[src/rtl/core/jbas_pkg.sv]
// Shared types, widths and constant-divide helpers for the Jacobi box average sweep unit.
// Used by every module under rtl/core; depends on nothing else.
`default_nettype none

package jbas_pkg;

  localparam int CELL_W           = 24;
  localparam int COL_SUM_W        = 26;
  localparam int SUM_W            = 28;
  localparam int MAG_W            = 27;
  localparam int RECIP_W          = 31;
  localparam int RECIP_SHIFT      = 32;
  localparam int PROD_W           = MAG_W + RECIP_W;
  localparam int Q0_W             = 26;
  localparam int QD_W             = 30;
  localparam int DIV_CONST_W      = 4;
  localparam int GRID_W           = 12;
  localparam int TARGET_W         = 23;
  localparam int CFG_DATA_W       = 23;
  localparam int CFG_INDEX_W      = 1;
  localparam int GRID_MIN         = 3;
  localparam int GRID_SIZE_RESET  = 2000;
  localparam int TARGET_RESET     = 3277;
  localparam int MAX_GRID_DEFAULT = 2048;
  localparam int QUEUE_DEPTH      = 4;

  typedef enum logic [CFG_INDEX_W-1:0] {
    REG_GRID_SIZE     = 1'b0,
    REG_TARGET_CHANGE = 1'b1
  } cfg_reg_t;

  typedef enum logic [1:0] {
    DIV_BY_4,
    DIV_BY_6,
    DIV_BY_9
  } div_sel_t;

  // One cell to average: exact neighborhood sum, old value, divisor and
  // a flag that pins the cell to its old value.
  typedef struct packed {
    logic signed [SUM_W-1:0]  sum;
    logic signed [CELL_W-1:0] old_value;
    div_sel_t                 div;
    logic                     keep;
  } cell_job_t;

  // lane[0] is the cell one column back, lane[1] the last cell of a row.
  typedef struct packed {
    cell_job_t [1:0] lane;
    logic            has_second;
    logic            done;
  } job_t;

  // floor(2^32 / d); quotient estimate is exact or one low for |x| < 2^27
  function automatic logic [RECIP_W-1:0] div_recip(input div_sel_t d);
    case (d)
      DIV_BY_4: return 31'd1073741824;
      DIV_BY_6: return 31'd715827882;
      DIV_BY_9: return 31'd477218588;
      default:  return 31'd1073741824;
    endcase
  endfunction

  function automatic logic [DIV_CONST_W-1:0] div_const(input div_sel_t d);
    case (d)
      DIV_BY_4: return 4'd4;
      DIV_BY_6: return 4'd6;
      DIV_BY_9: return 4'd9;
      default:  return 4'd4;
    endcase
  endfunction

  // q * d by shift and add
  function automatic logic [QD_W-1:0] div_times(input logic [Q0_W-1:0] q,
                                                input div_sel_t d);
    logic [QD_W-1:0] qe;
    qe = QD_W'(q);
    case (d)
      DIV_BY_4: return qe << 2;
      DIV_BY_6: return (qe << 2) + (qe << 1);
      DIV_BY_9: return (qe << 3) + qe;
      default:  return qe << 2;
    endcase
  endfunction

endpackage

`default_nettype wire

[src/rtl/core/jbas_front.sv]
// Front end: column window, row and column counters, neighborhood sums and job classification.
// Depends on jbas_pkg.
`default_nettype none

module jbas_front #(
  parameter int MAX_GRID = jbas_pkg::MAX_GRID_DEFAULT,
  parameter int COORD_W  = $clog2(MAX_GRID)
) (
  input  wire logic                                clk,
  input  wire logic                                rst,
  input  wire logic                                accept,
  input  wire logic signed [jbas_pkg::CELL_W-1:0]  above_cell,
  input  wire logic signed [jbas_pkg::CELL_W-1:0]  centre_cell,
  input  wire logic signed [jbas_pkg::CELL_W-1:0]  below_cell,
  input  wire logic        [jbas_pkg::GRID_W-1:0]  grid_size,
  output logic                                     job_valid,
  output jbas_pkg::job_t                           job,
  output logic             [COORD_W-1:0]           job_row,
  output logic             [COORD_W-1:0]           job_col
);
  import jbas_pkg::*;

  logic signed [CELL_W-1:0]    window_cells [6];
  logic        [COORD_W-1:0]   row_counter;
  logic        [COORD_W-1:0]   column_counter;
  logic        [GRID_W-1:0]    n_sat;
  logic        [GRID_W-1:0]    last_index;
  logic                        top_row;
  logic                        bottom_row;
  logic                        last_col;
  logic                        has_left;
  logic                        rows3;
  logic signed [COL_SUM_W-1:0] sum_l;
  logic signed [COL_SUM_W-1:0] sum_m;
  logic signed [COL_SUM_W-1:0] sum_r;

  function automatic logic signed [COL_SUM_W-1:0] col_sum(
    input logic top, input logic bot,
    input logic signed [CELL_W-1:0] a, input logic signed [CELL_W-1:0] m,
    input logic signed [CELL_W-1:0] b);
    logic signed [COL_SUM_W-1:0] s;
    s = COL_SUM_W'(m);
    if (!top) s = s + COL_SUM_W'(a);
    if (!bot) s = s + COL_SUM_W'(b);
    return s;
  endfunction

  always_comb begin
    if (grid_size < GRID_W'(GRID_MIN)) begin
      n_sat = GRID_W'(GRID_MIN);
    end else if (grid_size > GRID_W'(MAX_GRID)) begin
      n_sat = GRID_W'(MAX_GRID);
    end else begin
      n_sat = grid_size;
    end
    last_index = n_sat - GRID_W'(1);
    top_row    = (row_counter == '0);
    bottom_row = (GRID_W'(row_counter) >= last_index);
    last_col   = (GRID_W'(column_counter) >= last_index);
    has_left   = (column_counter >= COORD_W'(2));
    rows3      = !top_row && !bottom_row;

    sum_l = has_left ? col_sum(top_row, bottom_row, window_cells[0], window_cells[1],
                               window_cells[2]) : '0;
    sum_m = col_sum(top_row, bottom_row, window_cells[3], window_cells[4], window_cells[5]);
    sum_r = col_sum(top_row, bottom_row, above_cell, centre_cell, below_cell);

    job.lane[0].sum       = SUM_W'(sum_l) + SUM_W'(sum_m) + SUM_W'(sum_r);
    job.lane[0].old_value = window_cells[4];
    if (rows3 && has_left) begin
      job.lane[0].div = DIV_BY_9;
    end else if (rows3 || has_left) begin
      job.lane[0].div = DIV_BY_6;
    end else begin
      job.lane[0].div = DIV_BY_4;
    end
    // sink corner holds its value
    job.lane[0].keep      = top_row && (column_counter == COORD_W'(1));

    job.lane[1].sum       = SUM_W'(sum_m) + SUM_W'(sum_r);
    job.lane[1].old_value = centre_cell;
    job.lane[1].div       = rows3 ? DIV_BY_6 : DIV_BY_4;
    // source corner holds its value
    job.lane[1].keep      = bottom_row;

    job.has_second = last_col;
    job.done       = bottom_row;

    job_valid = accept && (column_counter != '0);
    job_row   = row_counter;
    job_col   = column_counter;
  end

  always_ff @(posedge clk) begin
    if (rst) begin
      row_counter    <= '0;
      column_counter <= '0;
    end else if (accept) begin
      if (last_col) begin
        column_counter <= '0;
        if (bottom_row) begin
          row_counter <= '0;
        end else begin
          row_counter <= row_counter + COORD_W'(1);
        end
      end else begin
        column_counter <= column_counter + COORD_W'(1);
      end
    end
  end

  // advance the two-column window
  always_ff @(posedge clk) begin
    if (accept) begin
      window_cells[0] <= window_cells[3];
      window_cells[1] <= window_cells[4];
      window_cells[2] <= window_cells[5];
      window_cells[3] <= above_cell;
      window_cells[4] <= centre_cell;
      window_cells[5] <= below_cell;
    end
  end

endmodule

`default_nettype wire

[config.mk]
export PLATFORM = sky130hd
export DESIGN_NAME = jbas_front
export DESIGN_NICKNAME = d
export VERILOG_FILES = /design/src/rtl/core/jbas_pkg.sv /design/src/rtl/core/jbas_front.sv
export SDC_FILE = /design/constraint.sdc
export NUM_CORES = 1
export LEC_CHECK = 0
export ABC_CLOCK_PERIOD_IN_PS = 10320
export BUFFER_PORTS_ARGS = -buffer_cell sky130_fd_sc_hd__buf_4
export CORE_MARGIN = 2
export CORE_UTILIZATION = 56
export CTS_BUF_LIST = sky130_fd_sc_hd__clkbuf_8
export CTS_CLUSTER_SIZE = 28
export DETAILED_ROUTE_END_ITERATION = 10
export PLACE_DENSITY = 0.9
export SLEW_MARGIN = 40
export SYNTH_ARGS = -nofsm -noshare
export SYNTH_HDL_FRONTEND = slang
export SYNTH_SLANG_ARGS = --single-unit
export TNS_END_PERCENT = 5
[constraint.sdc]
create_clock -name clk -period 10.32 [get_ports clk]
set_input_delay 1.548 -clock clk [delete_from_list [all_inputs] [get_ports clk]]
set_output_delay 1.548 -clock clk [all_outputs]
set_load 0.01 [all_outputs]
==> results.cfg <==
[outcome]
status = finished clean

[floorplan]
core_um2 = 32600
die_w_um = 186
die-area_um2 = 34700
dieHeight_um = 186
start_util_pct = 57.0
ios = 222
core.rowCount = 66

[critical_path]
critPathMaxStageDelay_ns = 0.57
reg2reg_depth = 12
cp-start-kind = input port
rr_endpoint = job_row[9]
worst_ep_arrival_time_ns = 8.49
r2r_slack_ns = 7.37
crit_type = in2out
rr_startpoint = job_row[6]
cp.required_ns = 8.77
crit_path_end_kind = output pin
slowest_stage = or4_4
cp_max_fo = 72

[drt]
drt-wirelength-per-cell_um = 19.8
ant_nets = 0
drt_first_pass_iters = 8
route.detailed.drc = 0
first_iter_violations = 1826
vias = 17797
wirelength_um = 55800
viasPerCell = 6.32

[job]
cap_violations = 0

[power_and_ir_drop]
vdd_drop_max_mv = 0.351
total_power_mw = 4.22
p_leak_nw = 9.61
power_density_nw_per_um2 = 197

[cells_and_area]
num-nets-final = 2708
syn_to_final_growth_pct = 14.9
stdcell_count = 2815
final_common_cell = buf_4
drive_above_1_share_pct = 15.8
fin_util_pct = 65.5
final_cell_mix = 250 x buf_4, 225 x ha_1, 180 x nand2_1, 177 x a21oi_1, 165 x nor2_1
finalInstanceArea_um2 = 21400
diodes = 0

[global_route]
gr-total-overflow = 0
grt_max_degree = 74
grt_pass1_wl_um = 85000
grt_pass1_vias = 16266
globalRouteTotalUtil_pct = 31.5
antenna_found_initial = 0

[sta]
maxSlewHeadroom_pct = 37.7
fin_setup_tns_ns = 0
hold_violations = 0
fin_crit_sh_pct = 97.2
fmax_mhz = 99.7
setup_viol = 0
min_period_ns = 10.03
tightest_slew_ns = 0.927
setup_ws_ns = 0.286
drv_slew = 0
clock_skew_ns = 0.0173
holdWs_ns = 0.469

[hold_path]
hp-class = reg2reg
min_from = window_cells[3][19]
hold_depth = 0
whs_endpoint = window_cells[0][19]

[yosys]
synth_cell_types = 84
ys_ff_latch = 166
syn_area_um2 = 18600
synth_cells = 2160
syn_nets = 2508
avgSynthCellArea_um2 = 8.60
synthFlopType = edfxtp_1
ys_seq_area_share_pct = 25.6
postSynth.asyncResetShare_pct = 0
synth_edf_count = 144
ys_warn_count = 0

[clocking]
clk_latency_ns = 0.51
root_buffer = clkbuf_8
clk_pin_slew_ns = 0.10
cts-buffers-inserted = 17
h-tree-depth = 4
cts-hold-fix-buffers = 0
cts_sinks = 166
clock_path_buffers = 2
cts_tree = built

[placement]
dp.cells = 2780
placed_cell_area_um2 = 20700
portBuffers = 220
post-place-ws_ns = -0.197
hpwl_um = 44000
place_congestion = 1.01
[flip-flops by register name (all words and copies together), names as in the netlist]
register      cells
job_row          11
window_cells    144
job_col          11
[power breakdown]
| group | switching [mW] | total, mW | internal (mW) |
|---|---|---|---|
| Combinational | 1.58 | 2.91 | 1.33 |
| Clock | 0.308 | 0.492 | 0.184 |
| Sequential | 0.0316 | 0.812 | 0.780 |
[cell type report]
class	count	area, um2
clock buffer	17	234
clock inverter	15	175
fill	2556	11300
inverter	145	549
multi-input combinational	1772	13100
sequential	166	4760
tap	442	553
timing repair buffer	258	2020
[metal layers]
layer | routed length, um | share of wire (%) | global-route usage, % | vias up
met5 | 0 | 0 | 0 | -
met3 | 6000 | 11 | 4.81 | 113
met1 | 24100 | 43 | 46.1 | 8292
li1 | - | - | - | 8369
met2 | 24200 | 43 | 48.4 | 1023
met4 | 1440 | 2.6 | 8.44 | 0
[cells in the mapped netlist, drive strengths merged, types with 11 or more instances]
cell type | instances | area, um2
o21bai | 15 | 113
nand2 | 180 | 676
a21o | 85 | 638
inv | 144 | 543
dfxtp | 22 | 440
a2111oi | 11 | 109
nor3b | 13 | 97.6
nor2 | 166 | 623
nand4 | 11 | 68.8
mux2i | 20 | 200
a211o | 12 | 105
clkbuf | 33 | 124
o31ai | 18 | 135
mux2 | 16 | 184
or3 | 22 | 138
o211ai | 22 | 165
xnor2 | 100 | 876
nor2b | 27 | 169
o21a | 50 | 375
ha | 227 | 2840
buf | 44 | 289
nand3 | 61 | 305
a211oi | 31 | 233
edfxtp | 144 | 4320
and2 | 12 | 75.1
fa | 34 | 681
a21boi | 11 | 82.6
xor2 | 56 | 490
nor3 | 47 | 246
a21oi | 182 | 922
nand2b | 26 | 163
or2 | 14 | 87.6
o21ai | 127 | 636
a31oi | 21 | 131
and3 | 29 | 181
[critical path, delay by kind of cell]
kind / cells / cell delay, ns
AO/OA/AOI/OAI: 15 / 2.66
adder cells (fa/ha/maj): 5 / 1.74
AND/OR/NAND/NOR: 7 / 1.42
buffers and inverters: 5 / 0.78
multiplexers: 1 / 0.33
[how the worst max path moves through the flow]
stage | start | end | cells past startpoint
6_report | grid_size[3] | job[54] | 33
5_1_grt | grid_size[3] | job[55] | 36
4_1_cts | grid_size[3] | job[55] | 35
3_5_place_dp | grid_size[3] | job[46] | 35
3_3_place_gp | grid_size[3] | job[46] | 35
2_1_floorplan | grid_size[3] | job[46] | 36
[cells by family (layout without fill, tap and decap cells)]
family	count (synthesis)	after routing	share of synthesized area (%)
buffers and inverters	222	435	5.16
XOR/XNOR	156	156	7.35
multiplexers	36	36	2.07
other	1	1	0.0202
AO/OA/AOI/OAI	669	669	23.7
adder cells (fa/ha/maj)	262	262	19.0
flip-flops	166	166	25.6
AND/OR/NAND/NOR	648	648	17.1
[what timing repair did]
item,CTS,global route
pin swaps,1,8
resized for setup,4,53
setup endpoints to repair,9,22
gates cloned,0,1
buffers inserted,1,1
Note: power is estimated with default switching activity, not from simulation.
