==> config.mk <==
export PLATFORM = sky130hd
export DESIGN_NAME = jbas_job_queue
export DESIGN_NICKNAME = d
export VERILOG_FILES = /design/src/rtl/core/jbas_pkg.sv /design/src/rtl/core/jbas_job_queue.sv
export SDC_FILE = /design/constraint.sdc
export NUM_CORES = 1
export LEC_CHECK = 0
export BUFFER_PORTS_ARGS = -buffer_cell sky130_fd_sc_hd__clkbuf_2
export CORE_MARGIN = 2
export CORE_UTILIZATION = 59
export CTS_CLUSTER_SIZE = 14
export DETAILED_ROUTE_END_ITERATION = 8
export MAX_ROUTING_LAYER = met4
export PLACE_DENSITY = 0.81
export SLEW_MARGIN = 0
export SYNTH_ARGS = -nofsm -noshare
export SYNTH_HDL_FRONTEND = slang
export SYNTH_SLANG_ARGS = --single-unit
==> constraint.sdc <==
create_clock -name clk -period 3.65 [get_ports clk]
set_input_delay 0.1825 -clock clk [delete_from_list [all_inputs] [get_ports clk]]
set_output_delay 0.1825 -clock clk [all_outputs]
set_load 0.03 [all_outputs]
==> src/rtl/core/jbas_pkg.sv <==
// Shared types, widths and constant-divide helpers for the Jacobi box average sweep unit.
// Used by every module under rtl/core; depends on nothing else.
`default_nettype none

package jbas_pkg;

  localparam int CELL_W           = 24;
  localparam int COL_SUM_W        = 26;
  localparam int SUM_W            = 28;
  localparam int MAG_W            = 27;
  localparam int RECIP_W          = 31;
  localparam int RECIP_SHIFT      = 32;
  localparam int PROD_W           = MAG_W + RECIP_W;
  localparam int Q0_W             = 26;
  localparam int QD_W             = 30;
  localparam int DIV_CONST_W      = 4;
  localparam int GRID_W           = 12;
  localparam int TARGET_W         = 23;
  localparam int CFG_DATA_W       = 23;
  localparam int CFG_INDEX_W      = 1;
  localparam int GRID_MIN         = 3;
  localparam int GRID_SIZE_RESET  = 2000;
  localparam int TARGET_RESET     = 3277;
  localparam int MAX_GRID_DEFAULT = 2048;
  localparam int QUEUE_DEPTH      = 4;

  typedef enum logic [CFG_INDEX_W-1:0] {
    REG_GRID_SIZE     = 1'b0,
    REG_TARGET_CHANGE = 1'b1
  } cfg_reg_t;

  typedef enum logic [1:0] {
    DIV_BY_4,
    DIV_BY_6,
    DIV_BY_9
  } div_sel_t;

  // One cell to average: exact neighborhood sum, old value, divisor and
  // a flag that pins the cell to its old value.
  typedef struct packed {
    logic signed [SUM_W-1:0]  sum;
    logic signed [CELL_W-1:0] old_value;
    div_sel_t                 div;
    logic                     keep;
  } cell_job_t;

  // lane[0] is the cell one column back, lane[1] the last cell of a row.
  typedef struct packed {
    cell_job_t [1:0] lane;
    logic            has_second;
    logic            done;
  } job_t;

  // floor(2^32 / d); quotient estimate is exact or one low for |x| < 2^27
  function automatic logic [RECIP_W-1:0] div_recip(input div_sel_t d);
    case (d)
      DIV_BY_4: return 31'd1073741824;
      DIV_BY_6: return 31'd715827882;
      DIV_BY_9: return 31'd477218588;
      default:  return 31'd1073741824;
    endcase
  endfunction

  function automatic logic [DIV_CONST_W-1:0] div_const(input div_sel_t d);
    case (d)
      DIV_BY_4: return 4'd4;
      DIV_BY_6: return 4'd6;
      DIV_BY_9: return 4'd9;
      default:  return 4'd4;
    endcase
  endfunction

  // q * d by shift and add
  function automatic logic [QD_W-1:0] div_times(input logic [Q0_W-1:0] q,
                                                input div_sel_t d);
    logic [QD_W-1:0] qe;
    qe = QD_W'(q);
    case (d)
      DIV_BY_4: return qe << 2;
      DIV_BY_6: return (qe << 2) + (qe << 1);
      DIV_BY_9: return (qe << 3) + qe;
      default:  return qe << 2;
    endcase
  endfunction

endpackage

`default_nettype wire

==> src/rtl/core/jbas_job_queue.sv <==
// Short register queue of jobs between front and back ends.
// Depends on jbas_pkg for the default depth.
`default_nettype none

module jbas_job_queue #(
  parameter int WIDTH = 8,
  parameter int DEPTH = jbas_pkg::QUEUE_DEPTH
) (
  input  wire logic             clk,
  input  wire logic             rst,
  input  wire logic             push,
  input  wire logic [WIDTH-1:0] push_data,
  output logic                  full,
  input  wire logic             pop,
  output logic      [WIDTH-1:0] head_data,
  output logic                  head_valid
);
  import jbas_pkg::*;

  localparam int PTR_W = $clog2(DEPTH);
  localparam int CNT_W = $clog2(DEPTH + 1);

  logic [WIDTH-1:0] slots [DEPTH];
  logic [PTR_W-1:0] wr_ptr;
  logic [PTR_W-1:0] rd_ptr;
  logic [CNT_W-1:0] count;
  logic             do_push;
  logic             do_pop;

  assign full       = (count == CNT_W'(DEPTH));
  assign head_valid = (count != '0);
  assign head_data  = slots[rd_ptr];
  assign do_push    = push && !full;
  assign do_pop     = pop && head_valid;

  always_ff @(posedge clk) begin
    if (rst) begin
      wr_ptr <= '0;
      rd_ptr <= '0;
      count  <= '0;
    end else begin
      if (do_push) begin
        wr_ptr <= (wr_ptr == PTR_W'(DEPTH - 1)) ? '0 : wr_ptr + PTR_W'(1);
      end
      if (do_pop) begin
        rd_ptr <= (rd_ptr == PTR_W'(DEPTH - 1)) ? '0 : rd_ptr + PTR_W'(1);
      end
      if (do_push && !do_pop) begin
        count <= count + CNT_W'(1);
      end else if (do_pop && !do_push) begin
        count <= count - CNT_W'(1);
      end
    end
  end

  always_ff @(posedge clk) begin
    if (do_push) begin
      slots[wr_ptr] <= push_data;
    end
  end

endmodule

`default_nettype wire

==> results of run 1 <==
through the flow:
step / instance area [um^2] / worst slack [ns] / utilization [%]
floorplan: 1650 / 1.44 / -
global placement: 1770 / 1.40 / 65.2
detailed placement: 1770 / 1.30 / 65.2
CTS: 1820 / 1.27 / 67.0
global route: 1820 / 1.13 / 67.0
finish: 1820 / 1.29 / 67.0
per-layer routing:
layer  wire [um]  part of all wire [%]  GRT usage, %
met3         162                   6.9          5.53
met2        1210                    51          26.4
met1         925                    39          17.8
met4          57                   2.4          13.6
met5           0                     0             -
kinds of logic (layout without fill, tap and decap cells):
logic type               after synthesis  count (layout)
adder cells (fa/ha/maj)                7               7
XOR/XNOR                               2               2
AND/OR/NAND/NOR                       16              16
flip-flops                            41              41
AO/OA/AOI/OAI                          7               7
buffers and inverters                  9              34
multiplexers                          10              10
power groups by stage:
stage               combinational, uW  clock, uW  sequential (uW)
floorplan                         313          0              604
global placement                  359          0              632
detailed placement                367          0              637
CTS                               367        211              627
global route                      389        235              634
finish                            360        206              623
cells in the mapped netlist (all sizes together), types with 2 or more instances:
library cell and n:
a21oi 3, and3 4, buf 3, dfxtp 9, edfxtp 32, ha 6, inv 4, mux2i 2
mux4 8, nand3 2, nor2 4, o21ai 2, o31ai 2, or3 3, xor2 2
state kept, by name, indices dropped and copies added (netlist names), named ones only:
name	cells
count	3
rd_ptr	2
slots	32
wr_ptr	2
worst register-to-register path, cell delays in order (launching register included):
cell      delay, ns
dfxtp_1        0.45
or3b_1         0.31
clkinv_4       0.09
nor2_2         0.12
ha_1           0.19
inv_1          0.06
fa_1           0.38
xor2_1         0.16
or3_2          0.40
a21oi_1        0.14
area by class of cell:
type	count	area [um^2]	area share [%]
multi-input cells	42	459	25.3
well taps	31	38.8	2.13
flip-flops and latches	41	1140	62.8
inverters	5	23.8	1.31
clock buffers	8	48.8	2.69
repair buffers	21	105	5.79
worst max path at each step:
stage / from / end / slack, ns
finish: count[0] / count[2] / 1.29
global route: count[0] / count[2] / 1.13
CTS: count[0] / count[2] / 1.27
detailed placement: count[0] / count[2] / 1.30
global placement: count[0] / count[2] / 1.40
floorplan: count[0] / count[2] / 1.44
==> impl_metrics.toml, run 1 <==
[sta]
setup_violations = 0
max_freq_mhz = 424
clock_skew_ns = 0.00500
drv_slew = 0
fin_crit_ns = 2.36
whs_ns = 0.0577
min_period_over_period_pct = 64.7
rsz0062_at_grt = "false"
hold_viol = 0
slew_headroom_pct = 64.0
worst_pin_slew_ns = 0.540
tns_ns = 0

[worst_setup_path]
crit_fanout = 7
worstPathArrival_ns = 2.64
cp.required_ns = 3.93
reg2reg_slack_ns = 1.29
cp.buffers_inverters = 2
start_kind = "flop"
reg2reg_depth = 9
rr_startpoint = "count[0]"
cp-end-kind = "flop"
crit_cells = 9
cp_slowest_cell = "dfxtp_1"
path_class = "flop to flop"
regToRegEndpoint = "count[2]"
crit_chain = "or3b_1 > clkinv_4 > nor2_2 > ha_1 > inv_1 > fa_1 > xor2_1 > or3_2 > a21oi_1"
cpLargestDelayFamily = "simple AND/OR/NAND/NOR gates"
max_stage_delay_ns = 0.45

[global_routing]
first_global_vias = 807
grt_max_degree = 12
antenna_found_initial = 0
grt_pass1_wl_um = 3620
grt.overflow.total = 0
grt_usage_pct = 17.1

[finish]
mostFrequentLayoutCells = "32 x edfxtp_1, 21 x clkbuf_2, 9 x dfxtp_1"
final_nets = 135
antenna_cells = 0
syn2layout_area_growth_pct = 10.3
instances_no_fill = 148
layout-drive-gt1-share_pct = 37.6
final_common_cell = "edfxtp_1"
fillers = 201

[detailed_routing]
drc = 0
via_per_inst = 5.61
vias = 830
finalWirelength_um = 2360
wl_per_cell_um = 15.9
drtPass1Iterations = 4
drtIter0Drc = 14
ant_nets = 0

[power_and_ir_drop]
p_total_uw = 1190
power_frac_clock_pct = 17.3
powerDensity_nw_per_um2 = 655
power_frac_seq_pct = 52.4
leakage_uw = 0.000679
pwr-share-comb_pct = 30.3
p_sw_uw = 391
switching_share_pct = 32.9
vdd_ir_drop_max_mv = 0.504
p_int_uw = 798

[hold_path]
worstHoldStart = "push_data[7]"
hold_end = "slots[0][7]"
hold_depth = 1
hp-class = "primary input to flop"

[logic_synthesis]
synth.area.mux_share_pct = 12.1
synth_cells = 92
synth_top_family_by_area = "multiplexers"
synthAdderAreaFrac_pct = 5.77
synth_ff_type = "edfxtp_1"
yosysUniqueCellTypes = 26
netlist_top_cells_area = "edfxtp_1 58%, dfxtp_1 11%, mux4_2 11%"
syn_area_per_cell_um2 = 17.9
synth_nets = 111
synth_edf_count = 32
synth_top_cell_area_share_pct = 58.3
yosysSeqAreaShare_pct = 69.2
synth_compound_area_share_pct = 3.04
yosysWarnings = 0
ys_ff_latch = 41
synthSimpleGateAreaFrac_pct = 5.85
synth_top_cell_by_area = "edfxtp_1"
synth-xor-area-share_pct = 1.06
async_reset_ff_share_pct = 0
netlist_area_um2 = 1650

[die]
dieArea_um2 = 3230
core-area_um2 = 2710
die_h_um = 56.9
start_util_pct = 60.8
row_count = 19
die_w_um = 56.9
ios = 22

[clock_network]
clk_latency_ns = 0.34
cts_tree = "done"
numCtsBuffers = 5
path_clk_slew_ns = 0.11
holdBufCountCts = 0
cts_sinks = 41
clockBufferDepth = 2
cts_resized = 0
postCtsSetupBuffers = 0
cts_htree_levels = 2
cts_root_buf = "clkbuf_4"

[place]
placedCellCount = 140
hpwlAfterDp_um = 1660
place_congestion = 0.727
io_buffers = 21

[job]
max_cap_violations = 0

[status]
status = "completed"
Power figures use the tool's default switching activity.
==> run 2: changes to the inputs <==
--- a/config.mk
+++ b/config.mk
@@ -5,13 +5,14 @@
 export SDC_FILE = /design/constraint.sdc
 export NUM_CORES = 1
 export LEC_CHECK = 0
+export ABC_AREA = 1
 export BUFFER_PORTS_ARGS = -buffer_cell sky130_fd_sc_hd__clkbuf_2
 export CORE_MARGIN = 2
-export CORE_UTILIZATION = 59
+export CORE_UTILIZATION = 50
 export CTS_CLUSTER_SIZE = 14
 export DETAILED_ROUTE_END_ITERATION = 8
 export MAX_ROUTING_LAYER = met4
-export PLACE_DENSITY = 0.81
+export PLACE_DENSITY = 0.73
 export SLEW_MARGIN = 0
 export SYNTH_ARGS = -nofsm -noshare
 export SYNTH_HDL_FRONTEND = slang
==> constraint.sdc (replaced) <==
create_clock -name clk -period 1.91 [get_ports clk]
set_input_delay 0.0955 -clock clk [delete_from_list [all_inputs] [get_ports clk]]
set_output_delay 0.0955 -clock clk [all_outputs]
set_load 0.03 [all_outputs]
==> impl_metrics.toml, run 2 <==
[detailed_routing]
drtPass1Iterations = 4
vias = 1163
drtIter0Drc = 40
wl_per_cell_um = 13.3
finalWirelength_um = 3090
via_per_inst = 4.99
ant_nets = 0
drc = 0

[logic_synthesis]
ys_top_cells_by_count = "32 x edfxtp_1, 32 x nor2_1, 16 x inv_1"
synth_nets = 165
ys_ff_latch = 41
async_reset_ff_share_pct = 0
synth_top_cell_area_share_pct = 56.5
yosysSeqAreaShare_pct = 67.1
synth_cells = 146
synth_top_cell_by_area = "edfxtp_1"
yosysUniqueCellTypes = 20
synth_ff_type = "edfxtp_1"
syn_area_per_cell_um2 = 11.6
synth_edf_count = 32
yosysWarnings = 0
netlist_top_cells_area = "edfxtp_1 57%, dfxtp_1 11%, nor2_1 7.1%"
netlist_area_um2 = 1700

[power_and_ir_drop]
pwr-share-comb_pct = 37.7
power_frac_clock_pct = 19.3
switching_share_pct = 38.7
leakage_uw = 0.000840
power_frac_seq_pct = 43.1
powerDensity_nw_per_um2 = 1370
p_total_uw = 2820
p_sw_uw = 1090
p_int_uw = 1730
vdd_ir_drop_max_mv = 0.645

[sta]
worst_pin_slew_ns = 0.352
timing.final.ws_setup_ns = 0.116
max_freq_mhz = 557
setup_violations = 0
rsz0062_at_grt = "false"
hold_viol = 0
drv_slew = 0
slew_headroom_pct = 76.5
clock_skew_ns = 0.00917
tns_ns = 0
fin_crit_ns = 1.79
min_period_over_period_pct = 93.9

[clock_network]
path_clk_slew_ns = 0.11
cts_tree = "done"
numCtsBuffers = 5
clockBufferDepth = 2
clk_latency_ns = 0.34
cts_sinks = 41
cts_htree_levels = 2
postCtsSetupBuffers = 0
cts_root_buf = "clkbuf_4"

[worst_setup_path]
path_class = "flop to flop"
worstPathArrival_ns = 2.05
crit_fanout = 4
cp.required_ns = 2.17
start_kind = "flop"
cp-end-kind = "flop"

[place]
place_congestion = 0.823
hpwlAfterDp_um = 2020
pre_cts_ws_ns = 0.0787
io_buffers = 21

[finish]
reg.largest.list = "slots (32), count (3)"
antenna_cells = 0
mostFrequentLayoutCells = "32 x nor2_1, 32 x edfxtp_1, 21 x clkbuf_2"
syn2layout_area_growth_pct = 20.7
fillers = 272
final_nets = 205
layout-drive-gt1-share_pct = 23.0
largest_register_ffs = 32
regMostFlops = "slots"
seq_area_um2 = 1140
multi_input_area_um2 = 478

[die]
dieArea_um2 = 3880
start_util_pct = 51.4
die_h_um = 62.3
core-area_um2 = 3310
ios = 22
die_w_um = 62.3
row_count = 21

[status]
status = "completed"

[global_routing]
grt.overflow.total = 0
grt_max_degree = 17
first_global_vias = 1136
grt_pass1_wl_um = 4890
antenna_found_initial = 0
grt_usage_pct = 17.3

[hold_path]
hp-class = "primary input to flop"

[job]
max_cap_violations = 0
-- run 2: cell types whose count changed in the layout (fill, tap and decap cells not counted), moves of 3 or more --
cell	delta
nand2_2	+3
inv_1	+12
o21ai_2	+3
o21ai_0	+11
dlygate4sd3_1	+9
buf_4	+5
o22ai_1	+8
nand2_1	+10
mux4_2	-8
and3_2	-4
nor2_1	+29
-- run 2: what timing repair did --
action,4_1_cts,5_1_grt
hold buffers,9,0
endpoints found under the setup margin,0,2
gates resized for setup,0,4
endpoints found under the hold margin,33,0
-- run 2: worst paths after layout --
check                  from         to  slack [ns]  cells after the start
hold reg to reg   rd_ptr[1]  rd_ptr[1]        0.54                      2
hold / removal         push  wr_ptr[1]        0.05                      3
setup / recovery   count[0]   count[2]        0.12                     12
setup reg to reg   count[0]   count[2]        0.12                     12
-- run 2: routing by layer --
| metal | track usage [%] | up-vias | share of wire (%) |
|---|---|---|---|
| met5 | - | - | 0 |
| li1 | - | 577 | - |
| met2 | 30.4 | 29 | 53 |
| met3 | 4.89 | 6 | 4.8 |
| met4 | 7.22 | 0 | 1.7 |
| met1 | 18.3 | 551 | 40 |
-- run 2: metrics by stage --
step / utilization (%) / hold WS, ns / std cells / cell area, um^2
after global routing: 62.0 / 0.0468 / 233 / 2050
after detailed placement: 56.7 / 0.284 / 216 / 1880
after floorplan: - / 0.168 / 146 / 1700
after global placement: 56.7 / 0.278 / 216 / 1880
after CTS: 61.8 / 0.0404 / 233 / 2040
final: 62.0 / 0.0506 / 233 / 2050
-- run 2: layout make-up --
class | count | share of cell area (%)
well taps | 46 | 2.80
clock inverters | 2 | 1.71
inverters | 17 | 3.11
multi-input cells | 86 | 23.3
repair buffers | 35 | 11.3
clock buffers | 6 | 2.01
flip-flops and latches | 41 | 55.7
-- run 2: cell families after synthesis --
logic type | after synthesis | synth area share [%]
flip-flops | 41 | 67.1
AND/OR/NAND/NOR | 51 | 12.5
buffers and inverters | 19 | 5.08
XOR/XNOR | 1 | 0.515
AO/OA/AOI/OAI | 27 | 9.20
adder cells (fa/ha/maj) | 7 | 5.59
-- run 2: critical path, cell delays in order (launching register included) --
cell and delay, ns:
dfxtp_2 0.37, nor2_4 0.14, nand2_2 0.09, nand2_1 0.14
ha_1 0.18, inv_1 0.06, fa_1 0.39, inv_1 0.07
nand2_1 0.06, nand3_1 0.07, nand2_1 0.05, inv_1 0.05
nor2_1 0.03
-- run 2: power by group through the flow --
stage          combinational (uW)  sequential [uW]  clock (uW)
6_report                     1060             1210         543
5_1_grt                      1160             1240         601
4_1_cts                      1050             1210         555
3_5_place_dp                 1040             1230           0
3_3_place_gp                  994             1220           0
2_1_floorplan                 777             1200           0
